`config.mk`:
```
export PLATFORM = sky130hd
export DESIGN_NAME = loop_rate_pid_delay_flat
export DESIGN_NICKNAME = d
export VERILOG_FILES = /design/src/design/lrpd_pkg.sv /design/src/design/lrpd_if.sv /design/src/design/loop_rate_pid_delay.sv /design/src/flat_wrapper.sv
export SDC_FILE = /design/constraint.sdc
export NUM_CORES = 2
export LEC_CHECK = 0
export ABC_CLOCK_PERIOD_IN_PS = 15300
export BUFFER_PORTS_ARGS = -buffer_cell sky130_fd_sc_hd__buf_2
export CORE_UTILIZATION = 50
export DETAILED_ROUTE_END_ITERATION = 6
export PLACE_DENSITY_LB_ADDON = 0.05
export SETUP_SLACK_MARGIN = 0.02
export SYNTH_ARGS = -nofsm -noshare
export SYNTH_HDL_FRONTEND = slang
export SYNTH_SLANG_ARGS = --single-unit
```
`constraint.sdc`:
```
create_clock -name clk -period 15.3 [get_ports clk]
set_input_delay 0.765 -clock clk [delete_from_list [all_inputs] [get_ports clk]]
set_output_delay 0.765 -clock clk [all_outputs]
set_load 0.005 [all_outputs]
```
`src/design/lrpd_pkg.sv`:
```
package lrpd_pkg;

  // Field widths
  localparam int TIME_W   = 48;
  localparam int RATE_W   = 40;
  localparam int DLY_W    = 20;
  localparam int DRATE_W  = 20;
  localparam int GAIN_W   = 24;
  localparam int ISUM_W   = 24;
  localparam int ERR_W    = 42;
  localparam int DIF_W    = 43;
  localparam int ACC_W    = 70;
  localparam int MOP_W    = 25;
  localparam int PROD_W   = 2 * MOP_W;
  localparam int HALF_W   = 24;
  localparam int FRAC_W   = 16;
  localparam int T_W      = 33;
  localparam int CFG_IDX_W = 3;
  localparam int CFG_DAT_W = 24;
  localparam int PC_W     = 5;
  localparam int CNT_W    = 6;
  localparam int AMT_W    = 5;

  // Arithmetic constants
  localparam int DIV_STEPS  = 40;
  localparam int ISUM_LIMIT = 655360;
  localparam logic [DRATE_W-1:0] USEC_PER_SEC = 20'd1000000;
  localparam logic [63:0] ROUND_HALF = 64'h0000_0001_0000_0000;

  // Register reset values
  localparam logic [DRATE_W-1:0] DESIRED_RST = 20'd1000;
  localparam logic [GAIN_W-1:0]  GAIN_P_RST  = 24'd65536;
  localparam logic [DLY_W-1:0]   MAXD_RST    = 20'd1000;

  // Configuration register indexes
  localparam logic [CFG_IDX_W-1:0] REG_DESIRED = 3'd0;
  localparam logic [CFG_IDX_W-1:0] REG_GAIN_P  = 3'd1;
  localparam logic [CFG_IDX_W-1:0] REG_GAIN_I  = 3'd2;
  localparam logic [CFG_IDX_W-1:0] REG_GAIN_D  = 3'd3;
  localparam logic [CFG_IDX_W-1:0] REG_MAXD    = 3'd4;

  // Datapath operations
  localparam logic [3:0] OP_NOP    = 4'd0;
  localparam logic [3:0] OP_SAT    = 4'd1;
  localparam logic [3:0] OP_DIV    = 4'd2;
  localparam logic [3:0] OP_ERR    = 4'd3;
  localparam logic [3:0] OP_SUMDIF = 4'd4;
  localparam logic [3:0] OP_TCHK   = 4'd5;
  localparam logic [3:0] OP_DLY    = 4'd6;
  localparam logic [3:0] OP_ZERO   = 4'd7;
  localparam logic [3:0] OP_FIN    = 4'd8;

  // Multiplier operand A
  localparam logic [2:0] A_MIL  = 3'd0;
  localparam logic [2:0] A_KP   = 3'd1;
  localparam logic [2:0] A_KI   = 3'd2;
  localparam logic [2:0] A_KD   = 3'd3;
  localparam logic [2:0] A_MAXD = 3'd4;

  // Multiplier operand B
  localparam logic [3:0] B_LT_LO  = 4'd0;
  localparam logic [3:0] B_LT_HI  = 4'd1;
  localparam logic [3:0] B_ERR_LO = 4'd2;
  localparam logic [3:0] B_ERR_HI = 4'd3;
  localparam logic [3:0] B_SUM    = 4'd4;
  localparam logic [3:0] B_DIF_LO = 4'd5;
  localparam logic [3:0] B_DIF_HI = 4'd6;
  localparam logic [3:0] B_T_LO   = 4'd7;
  localparam logic [3:0] B_T_HI   = 4'd8;

  // Accumulator base
  localparam logic [1:0] ACC_HOLD = 2'd0;
  localparam logic [1:0] ACC_CLR  = 2'd1;
  localparam logic [1:0] ACC_RND  = 2'd2;

  // Jump conditions
  localparam logic [2:0] JC_NEXT   = 3'd0;
  localparam logic [2:0] JC_ALWAYS = 3'd1;
  localparam logic [2:0] JC_ZERO   = 3'd2;
  localparam logic [2:0] JC_SAT    = 3'd3;
  localparam logic [2:0] JC_LOOP   = 3'd4;
  localparam logic [2:0] JC_TOUT   = 3'd5;

  // Program addresses used as jump targets
  localparam logic [PC_W-1:0] PC_START = 5'd0;
  localparam logic [PC_W-1:0] PC_DIV   = 5'd4;
  localparam logic [PC_W-1:0] PC_ERR   = 5'd5;
  localparam logic [PC_W-1:0] PC_FIN   = 5'd18;
  localparam logic [PC_W-1:0] PC_ZERO  = 5'd19;
  localparam logic [PC_W-1:0] PC_LAST  = 5'd19;

  typedef struct packed {
    logic [3:0]      op;
    logic            mul_en;
    logic [2:0]      a_sel;
    logic [3:0]      b_sel;
    logic [1:0]      scale;
    logic            hi;
    logic [1:0]      acc_op;
    logic [2:0]      jc;
    logic [PC_W-1:0] target;
  } ucw_t;

  function automatic ucw_t uw(input logic [3:0] op, input logic mul_en,
                              input logic [2:0] a_sel, input logic [3:0] b_sel,
                              input logic [1:0] scale, input logic hi,
                              input logic [1:0] acc_op, input logic [2:0] jc,
                              input logic [PC_W-1:0] target);
    ucw_t w;
    w.op     = op;
    w.mul_en = mul_en;
    w.a_sel  = a_sel;
    w.b_sel  = b_sel;
    w.scale  = scale;
    w.hi     = hi;
    w.acc_op = acc_op;
    w.jc     = jc;
    w.target = target;
    return w;
  endfunction

  // Control program, one word per step
  function automatic ucw_t ucode(input logic [PC_W-1:0] pc);
    ucw_t w;
    unique case (pc)
      // count * 1e6 in two halves, bail out on zero elapsed time
      5'd0:  w = uw(OP_NOP,    1'b1, A_MIL,  B_LT_LO,  2'd0, 1'b0, ACC_CLR,  JC_ZERO,   PC_ZERO);
      5'd1:  w = uw(OP_NOP,    1'b1, A_MIL,  B_LT_HI,  2'd0, 1'b1, ACC_HOLD, JC_NEXT,   PC_START);
      5'd2:  w = uw(OP_NOP,    1'b0, A_MIL,  B_LT_LO,  2'd0, 1'b0, ACC_HOLD, JC_NEXT,   PC_START);
      // saturation check, then restoring division
      5'd3:  w = uw(OP_SAT,    1'b0, A_MIL,  B_LT_LO,  2'd0, 1'b0, ACC_HOLD, JC_SAT,    PC_ERR);
      5'd4:  w = uw(OP_DIV,    1'b0, A_MIL,  B_LT_LO,  2'd0, 1'b0, ACC_HOLD, JC_LOOP,   PC_DIV);
      // error, integral and difference
      5'd5:  w = uw(OP_ERR,    1'b0, A_MIL,  B_LT_LO,  2'd0, 1'b0, ACC_HOLD, JC_NEXT,   PC_START);
      5'd6:  w = uw(OP_SUMDIF, 1'b0, A_MIL,  B_LT_LO,  2'd0, 1'b0, ACC_CLR,  JC_NEXT,   PC_START);
      // T = 2*Kp*e + 4*Ki*s + Kd*d
      5'd7:  w = uw(OP_NOP,    1'b1, A_KP,   B_ERR_LO, 2'd1, 1'b0, ACC_HOLD, JC_NEXT,   PC_START);
      5'd8:  w = uw(OP_NOP,    1'b1, A_KP,   B_ERR_HI, 2'd1, 1'b1, ACC_HOLD, JC_NEXT,   PC_START);
      5'd9:  w = uw(OP_NOP,    1'b1, A_KI,   B_SUM,    2'd2, 1'b0, ACC_HOLD, JC_NEXT,   PC_START);
      5'd10: w = uw(OP_NOP,    1'b1, A_KD,   B_DIF_LO, 2'd0, 1'b0, ACC_HOLD, JC_NEXT,   PC_START);
      5'd11: w = uw(OP_NOP,    1'b1, A_KD,   B_DIF_HI, 2'd0, 1'b1, ACC_HOLD, JC_NEXT,   PC_START);
      5'd12: w = uw(OP_NOP,    1'b0, A_KD,   B_DIF_LO, 2'd0, 1'b0, ACC_HOLD, JC_NEXT,   PC_START);
      // clamp to [0,1], else scale by max delay with rounding
      5'd13: w = uw(OP_TCHK,   1'b0, A_MAXD, B_T_LO,   2'd0, 1'b0, ACC_RND,  JC_TOUT,   PC_FIN);
      5'd14: w = uw(OP_NOP,    1'b1, A_MAXD, B_T_LO,   2'd0, 1'b0, ACC_HOLD, JC_NEXT,   PC_START);
      5'd15: w = uw(OP_NOP,    1'b1, A_MAXD, B_T_HI,   2'd0, 1'b1, ACC_HOLD, JC_NEXT,   PC_START);
      5'd16: w = uw(OP_NOP,    1'b0, A_MAXD, B_T_LO,   2'd0, 1'b0, ACC_HOLD, JC_NEXT,   PC_START);
      5'd17: w = uw(OP_DLY,    1'b0, A_MAXD, B_T_LO,   2'd0, 1'b0, ACC_HOLD, JC_NEXT,   PC_START);
      5'd18: w = uw(OP_FIN,    1'b0, A_MIL,  B_LT_LO,  2'd0, 1'b0, ACC_HOLD, JC_NEXT,   PC_START);
      5'd19: w = uw(OP_ZERO,   1'b0, A_MIL,  B_LT_LO,  2'd0, 1'b0, ACC_HOLD, JC_ALWAYS, PC_FIN);
      default: w = uw(OP_FIN,  1'b0, A_MIL,  B_LT_LO,  2'd0, 1'b0, ACC_HOLD, JC_NEXT,   PC_START);
    endcase
    return w;
  endfunction

endpackage

```
`src/design/lrpd_if.sv`:
```
// Loop event channel
interface lrpd_in_if;
  logic                          valid;
  logic                          ready;
  logic [lrpd_pkg::TIME_W-1:0]   now_us;

  modport source (output valid, output now_us, input ready);
  modport sink   (input valid, input now_us, output ready);
endinterface

// Delay result channel
interface lrpd_out_if;
  logic                          valid;
  logic                          ready;
  logic [lrpd_pkg::DLY_W-1:0]    delay_us;
  logic [lrpd_pkg::RATE_W-1:0]   measured_rate;
  logic                          zero_elapsed;

  modport source (output valid, output delay_us, output measured_rate,
                  output zero_elapsed, input ready);
  modport sink   (input valid, input delay_us, input measured_rate,
                  input zero_elapsed, output ready);
endinterface

// Register write channel
interface lrpd_cfg_if;
  logic                            valid;
  logic                            ready;
  logic [lrpd_pkg::CFG_IDX_W-1:0]  index;
  logic [lrpd_pkg::CFG_DAT_W-1:0]  data;

  modport source (output valid, output index, output data, input ready);
  modport sink   (input valid, input index, input data, output ready);
endinterface

```
`src/design/loop_rate_pid_delay.sv`:
```
// Loop rate PID controller: turns loop-completion timestamps into a delay.
//
// in_ch carries one word per loop event with a microsecond timestamp. The
// first event after reset only records the start time and gives no result.
// Each later event gives one word on out_ch: the delay, the measured rate in
// Q24.16 and a flag set when no time has elapsed since the first event.
// cfg_ch writes the five control registers (index 0..4, others ignored);
// it is always ready and is meant to be written while the block is idle.
//
// A saturated rate skips the divider, a clamped controller output skips the
// delay scaling, and zero elapsed time skips the divider and the PID terms.
// The 40-step restoring divider dominates; everything else runs through one
// shared 25x25 multiplier stepped by the control program. One event is
// processed at a time; a new event can be taken as soon as the result lands
// in the output register, even if the receiver has not taken it yet. If
// that register is still full when the next result is ready, the program
// waits.
// Synchronous reset clears the registers to their defaults, the start time,
// the loop count and the PID state.
module loop_rate_pid_delay (
  input  logic        clk,
  input  logic        rst_n,
  lrpd_in_if.sink     in_ch,
  lrpd_out_if.source  out_ch,
  lrpd_cfg_if.sink    cfg_ch
);

  localparam int TIME_W = lrpd_pkg::TIME_W;
  localparam int RATE_W = lrpd_pkg::RATE_W;
  localparam int DLY_W  = lrpd_pkg::DLY_W;
  localparam int GAIN_W = lrpd_pkg::GAIN_W;
  localparam int ISUM_W = lrpd_pkg::ISUM_W;
  localparam int ERR_W  = lrpd_pkg::ERR_W;
  localparam int DIF_W  = lrpd_pkg::DIF_W;
  localparam int ACC_W  = lrpd_pkg::ACC_W;
  localparam int MOP_W  = lrpd_pkg::MOP_W;
  localparam int PROD_W = lrpd_pkg::PROD_W;
  localparam int HALF_W = lrpd_pkg::HALF_W;
  localparam int FRAC_W = lrpd_pkg::FRAC_W;
  localparam int T_W    = lrpd_pkg::T_W;
  localparam int PC_W   = lrpd_pkg::PC_W;
  localparam int CNT_W  = lrpd_pkg::CNT_W;
  localparam int AMT_W  = lrpd_pkg::AMT_W;

  localparam logic signed [DIF_W-1:0]  ISUM_POS   = DIF_W'(lrpd_pkg::ISUM_LIMIT);
  localparam logic signed [DIF_W-1:0]  ISUM_NEG   = -ISUM_POS;
  localparam logic signed [ISUM_W-1:0] ISUM_POS_S = ISUM_W'(lrpd_pkg::ISUM_LIMIT);
  localparam logic signed [ISUM_W-1:0] ISUM_NEG_S = -ISUM_POS_S;

  // Control registers
  logic [lrpd_pkg::DRATE_W-1:0] desired_r, desired_nxt;
  logic signed [GAIN_W-1:0]     gain_p_r, gain_p_nxt;
  logic signed [GAIN_W-1:0]     gain_i_r, gain_i_nxt;
  logic signed [GAIN_W-1:0]     gain_d_r, gain_d_nxt;
  logic [DLY_W-1:0]             maxd_r, maxd_nxt;

  // Loop state
  logic                      started_r, started_nxt;
  logic [TIME_W-1:0]         start_time_r, start_time_nxt;
  logic [TIME_W-1:0]         loop_total_r, loop_total_nxt;
  logic signed [ISUM_W-1:0]  isum_r, isum_nxt;
  logic signed [ERR_W-1:0]   prev_err_r, prev_err_nxt;

  // Sequencer
  logic                busy_r, busy_nxt;
  logic [PC_W-1:0]     pc_r, pc_nxt;
  logic [CNT_W-1:0]    cnt_r, cnt_nxt;
  lrpd_pkg::ucw_t      cw;
  logic                jump;

  // Datapath
  logic [TIME_W-1:0]         elapsed_r, elapsed_nxt;
  logic signed [ACC_W-1:0]   acc_r, acc_nxt;
  logic signed [PROD_W-1:0]  p_r, p_nxt;
  logic                      p_vld_r, p_vld_nxt;
  logic [AMT_W-1:0]          p_amt_r, p_amt_nxt;
  logic [TIME_W-1:0]         rem_r, rem_nxt;
  logic [RATE_W-1:0]         quo_r, quo_nxt;
  logic signed [ERR_W-1:0]   err_r, err_nxt;
  logic signed [ISUM_W-1:0]  sum_r, sum_nxt;
  logic signed [DIF_W-1:0]   dif_r, dif_nxt;
  logic [T_W-1:0]            t_r, t_nxt;
  logic [DLY_W-1:0]          delay_r, delay_nxt;
  logic                      zflag_r, zflag_nxt;

  // Output register
  logic               out_valid_r, out_valid_nxt;
  logic [DLY_W-1:0]   out_delay_r, out_delay_nxt;
  logic [RATE_W-1:0]  out_rate_r, out_rate_nxt;
  logic               out_zero_r, out_zero_nxt;

  logic                      in_acc, cfg_acc;
  logic signed [MOP_W-1:0]   mul_a, mul_b;
  logic signed [PROD_W-1:0]  mul_p;
  logic signed [ACC_W-1:0]   p_ext, addend, acc_base;
  logic                      sat_hit;
  logic [TIME_W:0]           r_sh, r_dif;
  logic                      r_ge;
  logic signed [DIF_W-1:0]   sum_full;
  logic signed [ISUM_W-1:0]  sum_clamp;
  logic                      t_low, t_high;

  assign cw      = lrpd_pkg::ucode(pc_r);
  assign in_acc  = in_ch.valid && in_ch.ready;
  assign cfg_acc = cfg_ch.valid && cfg_ch.ready;

  assign in_ch.ready          = !busy_r;
  assign cfg_ch.ready         = 1'b1;
  assign out_ch.valid         = out_valid_r;
  assign out_ch.delay_us      = out_delay_r;
  assign out_ch.measured_rate = out_rate_r;
  assign out_ch.zero_elapsed  = out_zero_r;

  // Shared multiplier operands
  always_comb begin
    unique case (cw.a_sel)
      lrpd_pkg::A_MIL:  mul_a = $signed(MOP_W'(lrpd_pkg::USEC_PER_SEC));
      lrpd_pkg::A_KP:   mul_a = $signed({gain_p_r[GAIN_W-1], gain_p_r});
      lrpd_pkg::A_KI:   mul_a = $signed({gain_i_r[GAIN_W-1], gain_i_r});
      lrpd_pkg::A_KD:   mul_a = $signed({gain_d_r[GAIN_W-1], gain_d_r});
      lrpd_pkg::A_MAXD: mul_a = $signed(MOP_W'(maxd_r));
      default:          mul_a = '0;
    endcase
    unique case (cw.b_sel)
      lrpd_pkg::B_LT_LO:  mul_b = $signed({1'b0, loop_total_r[HALF_W-1:0]});
      lrpd_pkg::B_LT_HI:  mul_b = $signed({1'b0, loop_total_r[TIME_W-1:HALF_W]});
      lrpd_pkg::B_ERR_LO: mul_b = $signed({1'b0, err_r[HALF_W-1:0]});
      lrpd_pkg::B_ERR_HI: mul_b = $signed({{(MOP_W-ERR_W+HALF_W){err_r[ERR_W-1]}},
                                           err_r[ERR_W-1:HALF_W]});
      lrpd_pkg::B_SUM:    mul_b = $signed({sum_r[ISUM_W-1], sum_r});
      lrpd_pkg::B_DIF_LO: mul_b = $signed({1'b0, dif_r[HALF_W-1:0]});
      lrpd_pkg::B_DIF_HI: mul_b = $signed({{(MOP_W-DIF_W+HALF_W){dif_r[DIF_W-1]}},
                                           dif_r[DIF_W-1:HALF_W]});
      lrpd_pkg::B_T_LO:   mul_b = $signed({1'b0, t_r[HALF_W-1:0]});
      lrpd_pkg::B_T_HI:   mul_b = $signed(MOP_W'(t_r[T_W-1:HALF_W]));
      default:            mul_b = '0;
    endcase
  end

  assign mul_p = mul_a * mul_b;

  // Registered product aligned into the accumulator
  assign p_ext  = $signed({{(ACC_W-PROD_W){p_r[PROD_W-1]}}, p_r});
  assign addend = p_ext <<< p_amt_r;

  always_comb begin
    unique case (cw.acc_op)
      lrpd_pkg::ACC_HOLD: acc_base = acc_r;
      lrpd_pkg::ACC_CLR:  acc_base = '0;
      lrpd_pkg::ACC_RND:  acc_base = $signed(ACC_W'(lrpd_pkg::ROUND_HALF));
      default:            acc_base = acc_r;
    endcase
  end

  // Rate saturates when count*1e6 >= elapsed * 2^24
  assign sat_hit = {2'b00, acc_r} >= {elapsed_r, {HALF_W{1'b0}}};

  // One restoring division step
  assign r_sh  = {rem_r, quo_r[RATE_W-1]};
  assign r_ge  = r_sh >= {1'b0, elapsed_r};
  assign r_dif = r_sh - {1'b0, elapsed_r};

  // Integral with clamp
  assign sum_full = $signed({{(DIF_W-ISUM_W){isum_r[ISUM_W-1]}}, isum_r})
                  + $signed({err_r[ERR_W-1], err_r});
  always_comb begin
    if (sum_full > ISUM_POS) begin
      sum_clamp = ISUM_POS_S;
    end else if (sum_full < ISUM_NEG) begin
      sum_clamp = ISUM_NEG_S;
    end else begin
      sum_clamp = sum_full[ISUM_W-1:0];
    end
  end

  // Controller output range: T <= 0 or T >= 2^33
  assign t_low  = acc_r[ACC_W-1] || (acc_r == '0);
  assign t_high = !acc_r[ACC_W-1] && (acc_r[ACC_W-2:T_W] != '0);

  // Jump decision
  always_comb begin
    unique case (cw.jc)
      lrpd_pkg::JC_NEXT:   jump = 1'b0;
      lrpd_pkg::JC_ALWAYS: jump = 1'b1;
      lrpd_pkg::JC_ZERO:   jump = (elapsed_r == '0);
      lrpd_pkg::JC_SAT:    jump = sat_hit;
      lrpd_pkg::JC_LOOP:   jump = (cnt_r != '0);
      lrpd_pkg::JC_TOUT:   jump = t_low || t_high;
      default:             jump = 1'b0;
    endcase
  end

  // Next state
  always_comb begin
    desired_nxt    = desired_r;
    gain_p_nxt     = gain_p_r;
    gain_i_nxt     = gain_i_r;
    gain_d_nxt     = gain_d_r;
    maxd_nxt       = maxd_r;
    started_nxt    = started_r;
    start_time_nxt = start_time_r;
    loop_total_nxt = loop_total_r;
    isum_nxt       = isum_r;
    prev_err_nxt   = prev_err_r;
    busy_nxt       = busy_r;
    pc_nxt         = pc_r;
    cnt_nxt        = cnt_r;
    elapsed_nxt    = elapsed_r;
    acc_nxt        = acc_r;
    p_nxt          = p_r;
    p_vld_nxt      = 1'b0;
    p_amt_nxt      = p_amt_r;
    rem_nxt        = rem_r;
    quo_nxt        = quo_r;
    err_nxt        = err_r;
    sum_nxt        = sum_r;
    dif_nxt        = dif_r;
    t_nxt          = t_r;
    delay_nxt      = delay_r;
    zflag_nxt      = zflag_r;
    out_valid_nxt  = out_valid_r && !out_ch.ready;
    out_delay_nxt  = out_delay_r;
    out_rate_nxt   = out_rate_r;
    out_zero_nxt   = out_zero_r;

    // Register writes
    if (cfg_acc) begin
      unique case (cfg_ch.index)
        lrpd_pkg::REG_DESIRED: desired_nxt = cfg_ch.data[lrpd_pkg::DRATE_W-1:0];
        lrpd_pkg::REG_GAIN_P:  gain_p_nxt  = $signed(cfg_ch.data[GAIN_W-1:0]);
        lrpd_pkg::REG_GAIN_I:  gain_i_nxt  = $signed(cfg_ch.data[GAIN_W-1:0]);
        lrpd_pkg::REG_GAIN_D:  gain_d_nxt  = $signed(cfg_ch.data[GAIN_W-1:0]);
        lrpd_pkg::REG_MAXD:    maxd_nxt    = cfg_ch.data[DLY_W-1:0];
        default: ;
      endcase
    end

    // Event intake: first one records the start, later ones run the program
    if (in_acc) begin
      if (!started_r) begin
        started_nxt    = 1'b1;
        start_time_nxt = in_ch.now_us;
      end else begin
        loop_total_nxt = loop_total_r + TIME_W'(1);
        elapsed_nxt    = in_ch.now_us - start_time_r;
        busy_nxt       = 1'b1;
        pc_nxt         = lrpd_pkg::PC_START;
        zflag_nxt      = 1'b0;
      end
    end

    if (busy_r) begin
      // multiplier and accumulator
      if (cw.mul_en) begin
        p_nxt     = mul_p;
        p_vld_nxt = 1'b1;
        p_amt_nxt = (cw.hi ? AMT_W'(HALF_W) : '0) + AMT_W'(cw.scale);
      end
      acc_nxt = acc_base + (p_vld_r ? addend : '0);

      unique case (cw.op)
        lrpd_pkg::OP_NOP: ;
        lrpd_pkg::OP_SAT: begin
          if (sat_hit) begin
            quo_nxt = '1;
          end else begin
            rem_nxt = {2'b00, acc_r[ACC_W-1:HALF_W]};
            quo_nxt = {acc_r[HALF_W-1:0], {FRAC_W{1'b0}}};
            cnt_nxt = CNT_W'(lrpd_pkg::DIV_STEPS - 1);
          end
        end
        lrpd_pkg::OP_DIV: begin
          rem_nxt = r_ge ? r_dif[TIME_W-1:0] : r_sh[TIME_W-1:0];
          quo_nxt = {quo_r[RATE_W-2:0], r_ge};
          cnt_nxt = cnt_r - CNT_W'(1);
        end
        lrpd_pkg::OP_ERR: begin
          err_nxt = $signed({{(ERR_W-lrpd_pkg::DRATE_W-FRAC_W){1'b0}}, desired_r,
                             {FRAC_W{1'b0}}})
                  - $signed({{(ERR_W-RATE_W){1'b0}}, quo_r});
        end
        lrpd_pkg::OP_SUMDIF: begin
          sum_nxt      = sum_clamp;
          dif_nxt      = $signed({err_r[ERR_W-1], err_r})
                       - $signed({prev_err_r[ERR_W-1], prev_err_r});
          isum_nxt     = sum_clamp;
          prev_err_nxt = err_r;
        end
        lrpd_pkg::OP_TCHK: begin
          if (t_low) begin
            delay_nxt = '0;
          end else if (t_high) begin
            delay_nxt = maxd_r;
          end
          t_nxt = acc_r[T_W-1:0];
        end
        lrpd_pkg::OP_DLY: begin
          delay_nxt = acc_r[T_W+DLY_W-1:T_W];
        end
        lrpd_pkg::OP_ZERO: begin
          delay_nxt = '0;
          quo_nxt   = '0;
          zflag_nxt = 1'b1;
        end
        lrpd_pkg::OP_FIN: begin
          if (!out_valid_r || out_ch.ready) begin
            out_valid_nxt = 1'b1;
            out_delay_nxt = delay_r;
            out_rate_nxt  = quo_r;
            out_zero_nxt  = zflag_r;
            busy_nxt      = 1'b0;
          end
        end
        default: ;
      endcase

      // step counter, held on the final step until the result is placed
      if (cw.op == lrpd_pkg::OP_FIN) begin
        pc_nxt = pc_r;
      end else if (jump) begin
        pc_nxt = cw.target;
      end else begin
        pc_nxt = pc_r + PC_W'(1);
      end
    end
  end

  // Control state
  always_ff @(posedge clk) begin
    if (!rst_n) begin
      desired_r    <= lrpd_pkg::DESIRED_RST;
      gain_p_r     <= $signed(lrpd_pkg::GAIN_P_RST);
      gain_i_r     <= '0;
      gain_d_r     <= '0;
      maxd_r       <= lrpd_pkg::MAXD_RST;
      started_r    <= 1'b0;
      start_time_r <= '0;
      loop_total_r <= '0;
      isum_r       <= '0;
      prev_err_r   <= '0;
      busy_r       <= 1'b0;
      pc_r         <= lrpd_pkg::PC_START;
      p_vld_r      <= 1'b0;
      out_valid_r  <= 1'b0;
    end else begin
      desired_r    <= desired_nxt;
      gain_p_r     <= gain_p_nxt;
      gain_i_r     <= gain_i_nxt;
      gain_d_r     <= gain_d_nxt;
      maxd_r       <= maxd_nxt;
      started_r    <= started_nxt;
      start_time_r <= start_time_nxt;
      loop_total_r <= loop_total_nxt;
      isum_r       <= isum_nxt;
      prev_err_r   <= prev_err_nxt;
      busy_r       <= busy_nxt;
      pc_r         <= pc_nxt;
      p_vld_r      <= p_vld_nxt;
      out_valid_r  <= out_valid_nxt;
    end
  end

  // Datapath and output payload
  always_ff @(posedge clk) begin
    cnt_r       <= cnt_nxt;
    elapsed_r   <= elapsed_nxt;
    acc_r       <= acc_nxt;
    p_r         <= p_nxt;
    p_amt_r     <= p_amt_nxt;
    rem_r       <= rem_nxt;
    quo_r       <= quo_nxt;
    err_r       <= err_nxt;
    sum_r       <= sum_nxt;
    dif_r       <= dif_nxt;
    t_r         <= t_nxt;
    delay_r     <= delay_nxt;
    zflag_r     <= zflag_nxt;
    out_delay_r <= out_delay_nxt;
    out_rate_r  <= out_rate_nxt;
    out_zero_r  <= out_zero_nxt;
  end

  // Partial remainder stays below the divisor
  a_rem_bound: assert property (@(posedge clk) disable iff (!rst_n)
    (busy_r && cw.op == lrpd_pkg::OP_DIV) |-> (rem_r < elapsed_r))
    else $error("divider remainder not below divisor");

  // Integral never leaves its clamp
  a_isum_range: assert property (@(posedge clk) disable iff (!rst_n)
    (isum_r <= ISUM_POS_S) && (isum_r >= ISUM_NEG_S))
    else $error("integral sum outside clamp");

  // Accumulator is settled when it is inspected
  a_acc_drained: assert property (@(posedge clk) disable iff (!rst_n)
    (busy_r && (cw.op == lrpd_pkg::OP_SAT || cw.op == lrpd_pkg::OP_TCHK ||
                cw.op == lrpd_pkg::OP_DLY)) |-> !p_vld_r)
    else $error("product pending while accumulator is read");

  // Zero elapsed words carry no delay and no rate
  a_zero_word: assert property (@(posedge clk) disable iff (!rst_n)
    (out_valid_r && out_zero_r) |-> (out_delay_r == '0 && out_rate_r == '0))
    else $error("zero elapsed word with nonzero payload");

  // The program only runs once a start time exists
  a_run_started: assert property (@(posedge clk) disable iff (!rst_n)
    $rose(busy_r) |-> $past(started_r))
    else $error("program started before the first event");

endmodule

```
`src/flat_wrapper.sv`:
```
// flat-port wrapper written by rule: the top's interface ports become plain ports
module loop_rate_pid_delay_flat 
  (clk, rst_n, in_ch_valid, in_ch_now_us, in_ch_ready, out_ch_valid, out_ch_delay_us, out_ch_measured_rate, out_ch_zero_elapsed, out_ch_ready, cfg_ch_valid, cfg_ch_index, cfg_ch_data, cfg_ch_ready);
  lrpd_in_if in_ch_i ();
  lrpd_out_if out_ch_i ();
  lrpd_cfg_if cfg_ch_i ();
  input  logic clk;
  input  logic rst_n;
  input wire logic [$bits(in_ch_i.valid)-1:0] in_ch_valid;
  input wire logic [$bits(in_ch_i.now_us)-1:0] in_ch_now_us;
  output wire logic [$bits(in_ch_i.ready)-1:0] in_ch_ready;
  output wire logic [$bits(out_ch_i.valid)-1:0] out_ch_valid;
  output wire logic [$bits(out_ch_i.delay_us)-1:0] out_ch_delay_us;
  output wire logic [$bits(out_ch_i.measured_rate)-1:0] out_ch_measured_rate;
  output wire logic [$bits(out_ch_i.zero_elapsed)-1:0] out_ch_zero_elapsed;
  input wire logic [$bits(out_ch_i.ready)-1:0] out_ch_ready;
  input wire logic [$bits(cfg_ch_i.valid)-1:0] cfg_ch_valid;
  input wire logic [$bits(cfg_ch_i.index)-1:0] cfg_ch_index;
  input wire logic [$bits(cfg_ch_i.data)-1:0] cfg_ch_data;
  output wire logic [$bits(cfg_ch_i.ready)-1:0] cfg_ch_ready;
  assign in_ch_i.valid = in_ch_valid;
  assign in_ch_i.now_us = in_ch_now_us;
  assign in_ch_ready = in_ch_i.ready;
  assign out_ch_valid = out_ch_i.valid;
  assign out_ch_delay_us = out_ch_i.delay_us;
  assign out_ch_measured_rate = out_ch_i.measured_rate;
  assign out_ch_zero_elapsed = out_ch_i.zero_elapsed;
  assign out_ch_i.ready = out_ch_ready;
  assign cfg_ch_i.valid = cfg_ch_valid;
  assign cfg_ch_i.index = cfg_ch_index;
  assign cfg_ch_i.data = cfg_ch_data;
  assign cfg_ch_ready = cfg_ch_i.ready;
  loop_rate_pid_delay u_core (.clk(clk), .rst_n(rst_n), .in_ch(in_ch_i), .out_ch(out_ch_i), .cfg_ch(cfg_ch_i));
endmodule
```
==> summary.txt <==
Critical path
  – Reg2reg end: u_core.p_r[47]
  – Crit start category: register
  – Crit-path max FO: 21
  – Critical path destination: u_core.p_r[47]
  – Most common cell on crit path: fa_1
  – Crit path launch: u_core.cw[13]
  – Required @ worst endpoint: between 15000 and 20000 ps
  – R2R cell count: 33
  – Worst Setup End Kind: register
  – Critical Path Slowest Stage Cell: o22ai_2
  – Register-to-register setup slack: around 4000 ps
  – Critical Path AT: approximately 12000 ps
  – Worst r2r src: u_core.cw[13]
  – Critical path class: reg -> reg
  – CP max stage delay: about 1000 ps

Yosys
  – Top_reg_cell synth: edfxtp_1
  – Post-synthesis cell count: between 7000 and 8000
  – Yosys warning total: 0
  – Netlist cell types: 104
  – Avg Cell Area, Syn: approximately 9 um2
  – EDFF count, synth: a little under 500
  – Synthesized cell area: 0.0714 mm2
  – Post-synthesis sequential area ratio: 0.290
  – #FFs+latches synth: 791
  – Synth async-reset ratio: 0
  – Post-synth net total: about 9100

Global routing
  – Initial antenna violation count: 25
  – First-pass GRT wire length: 363 mm
  – Number of global-route vias before repair: 56449
  – GRT Util Overall: 0.334
  – Largest net degree at the start of global routing: about 110
  – Global route total overflow: 0

Route
  – Number of remaining DRC errors: 0
  – 1st-iter DRT viols: between 5000 and 6000
  – Total Wirelength: 242 mm
  – Final antenna-violating net count: 0
  – WL per Instance: approximately 24 um
  – Pre-Repair DR Iteration Count: 6
  – Routed vias/inst: 5.88
  – Vias: between 50000 and 60000

Final layout
  – Final std cell area, no fill: ~0.077 mm2
  – Post-Layout Cell Count: 9891
  – Layout cell share with drive strength beyond 1: 0.0691
  – Commonest non-fill, non-tap cell in the layout: nand2_1
  – Most frequent cells in the layout: 1114 x nand2_1, 977 x inv_1, 647 x fa_1
  – Area Overhead vs Synth: 8.26%
  – Final nets: just over 9000

Die
  – Die Span Y: around 380 um
  – I/O pin total: about 140
  – Initial Utilization: 0.505
  – Die footprint: between 0.1 and 0.15 mm2
  – Core ar.: about 0.14 mm2
  – Row count: ~140
  – Die W: between 300 and 400 um

Clock network
  – CTS sink cnt: roughly 800
  – Clock-pin slew on the worst setup and hold paths: approximately 70 ps
  – Clock root cell: clkbuf_16
  – Worst-Skew Late Latency: around 750 ps
  – TritonCTS clock tree: yes
  – H-tree levels: 3
  – CTS Hold Bufs: 0
  – Setup Fix Bufs, Post-CTS: 0
  – CTS resizes: 0
  – CTS buffer count: between 90 and 100
  – Clock Tree Buf Depth: 3

Placed design
  – I/O Buffers: roughly 140
  – Placer Congestion: 0.952
  – Final HPWL DP: about 190 mm
  – Area after DPL: ~0.074 mm2
  – Dpl cells: slightly below 10000

STA
  – Fin crit share: 0.735
  – Pins Over Slew Limit: 0
  – Slew margin rel.: 0.114
  – Fin crit period: 11240 ps
  – Least-Margin Pin Slew: about 1300 ps
  – Hold Vio Cnt, Final: 0
  – Max Fclk: just under 90 MHz
  – Final setup fails: 0
  – Setup tns final: 0 ps
  – RSZ-0062 raised after global routing: false
  – Worst Clk Skew: roughly 68 ps

Power and ir drop
  – VDD IR max: 0.0000939 V
  – Power per cell area: around 67 mW/mm2
  – PnR Total Power: about 5200 uW
  – Leakage: 0.0337 uW

Min path
  – Hold Path Class: in -> reg

Job
  – Max-cap violations: 0

Outcome
  – Status: finished clean
## stage by stage
stage,util,hold WS [ps],setup WS [ps]
5_1_grt,0.546,261,3540
3_5_place_dp,0.524,406,4310
4_1_cts,0.546,240,4180
2_1_floorplan,-,386,5770
3_3_place_gp,0.524,403,4480
6_report,0.546,277,4060
## routing by layer
metal / GRT usage / share of wire / routed length [um]
met1: 0.479 / 0.44 / 106000
met2: 0.498 / 0.43 / 104000
met3: 0.0727 / 0.092 / 22200
met4: 0.114 / 0.040 / 9570
met5: 0 / 0.00025 / 60
## worst max-delay path: cells and delay by family, from the launching register on
kind / cells / cell delay (ps)
adder cells (fa/ha/maj): 8 / 4070
AO/OA/AOI/OAI: 13 / 3790
AND/OR/NAND/NOR: 5 / 1810
buffers and inverters: 6 / 640
flip-flops: 1 / 540
XOR/XNOR: 1 / 80
## registers in the layout (all words and copies together), names as in the netlist, 22 cells and up
name and cells:
u_core.err_r 41, u_core.prev_err_r 41, u_core.t_r 33, u_core.sum_r 24, u_core.gain_d_r 24, u_core.rem_r 48
u_core.cw 22, u_core.p_r 50, u_core.loop_total_r 48, u_core.gain_p_r 24, u_core.gain_i_r 24, u_core.isum_r 24
u_core.acc_r 70, u_core.dif_r 42, u_core.elapsed_r 48, u_core.out_ch.measured_rate 40, u_core.quo_r 40, u_core.start_time_r 48
## kinds of logic (layout without fill, tap and decap cells)
kind of cell	count (synthesis)	count (layout)	synth area share
AO/OA/AOI/OAI	1704	1704	0.159
multiplexers	113	113	0.0170
buffers and inverters	1318	1408	0.0699
XOR/XNOR	338	338	0.0414
other	1	8	0.0000525
flip-flops	791	791	0.290
AND/OR/NAND/NOR	2531	2531	0.161
adder cells (fa/ha/maj)	1108	1108	0.262
## cells in the mapped netlist, types with 180 or more instances
cell type	count	share of area
a21boi_0	217	0.023
a21o_1	180	0.019
a21oi_1	394	0.028
clkbuf_1	303	0.016
dfxtp_1	305	0.085
edfxtp_1	486	0.20
fa_1	647	0.18
ha_1	461	0.081
inv_1	977	0.051
nand2_1	1114	0.059
nor2_1	561	0.029
o21ai_0	320	0.022
xnor2_1	233	0.029
## worst min-delay path by stage
stage / end / startpoint / slack (ps) / cells past startpoint
final: u_core.start_time_r[45] / in_ch_now_us[45] / 280 / 3
after global routing: u_core.start_time_r[32] / in_ch_now_us[32] / 260 / 3
after CTS: u_core.start_time_r[45] / in_ch_now_us[45] / 240 / 3
after detailed placement: u_core.out_ch.delay_us[12] / u_core.delay_r[12] / 410 / 0
after global placement: u_core.out_ch.delay_us[8] / u_core.delay_r[8] / 400 / 0
after floorplan: u_core.p_amt_r[0] / u_core.cw[11] / 390 / 0
## layout make-up
cell class | count | area, um2
Fill cell | 13105 | 64300
Multi-Input combinational cell | 5795 | 45900
Sequential cell | 791 | 20700
Inverter | 981 | 3680
Clock buffer | 132 | 2690
Tap cell | 1890 | 2360
Timing Repair Buffer | 252 | 1550
Clock inverter | 43 | 422
Antenna cell | 7 | 17.5
## report_power, final
part,switching (uW),internal [uW],total (uW)
registers,54.4,2310,2370
logic,359,218,577
clock network,993,1280,2270
Power figures use the tool's default switching activity.
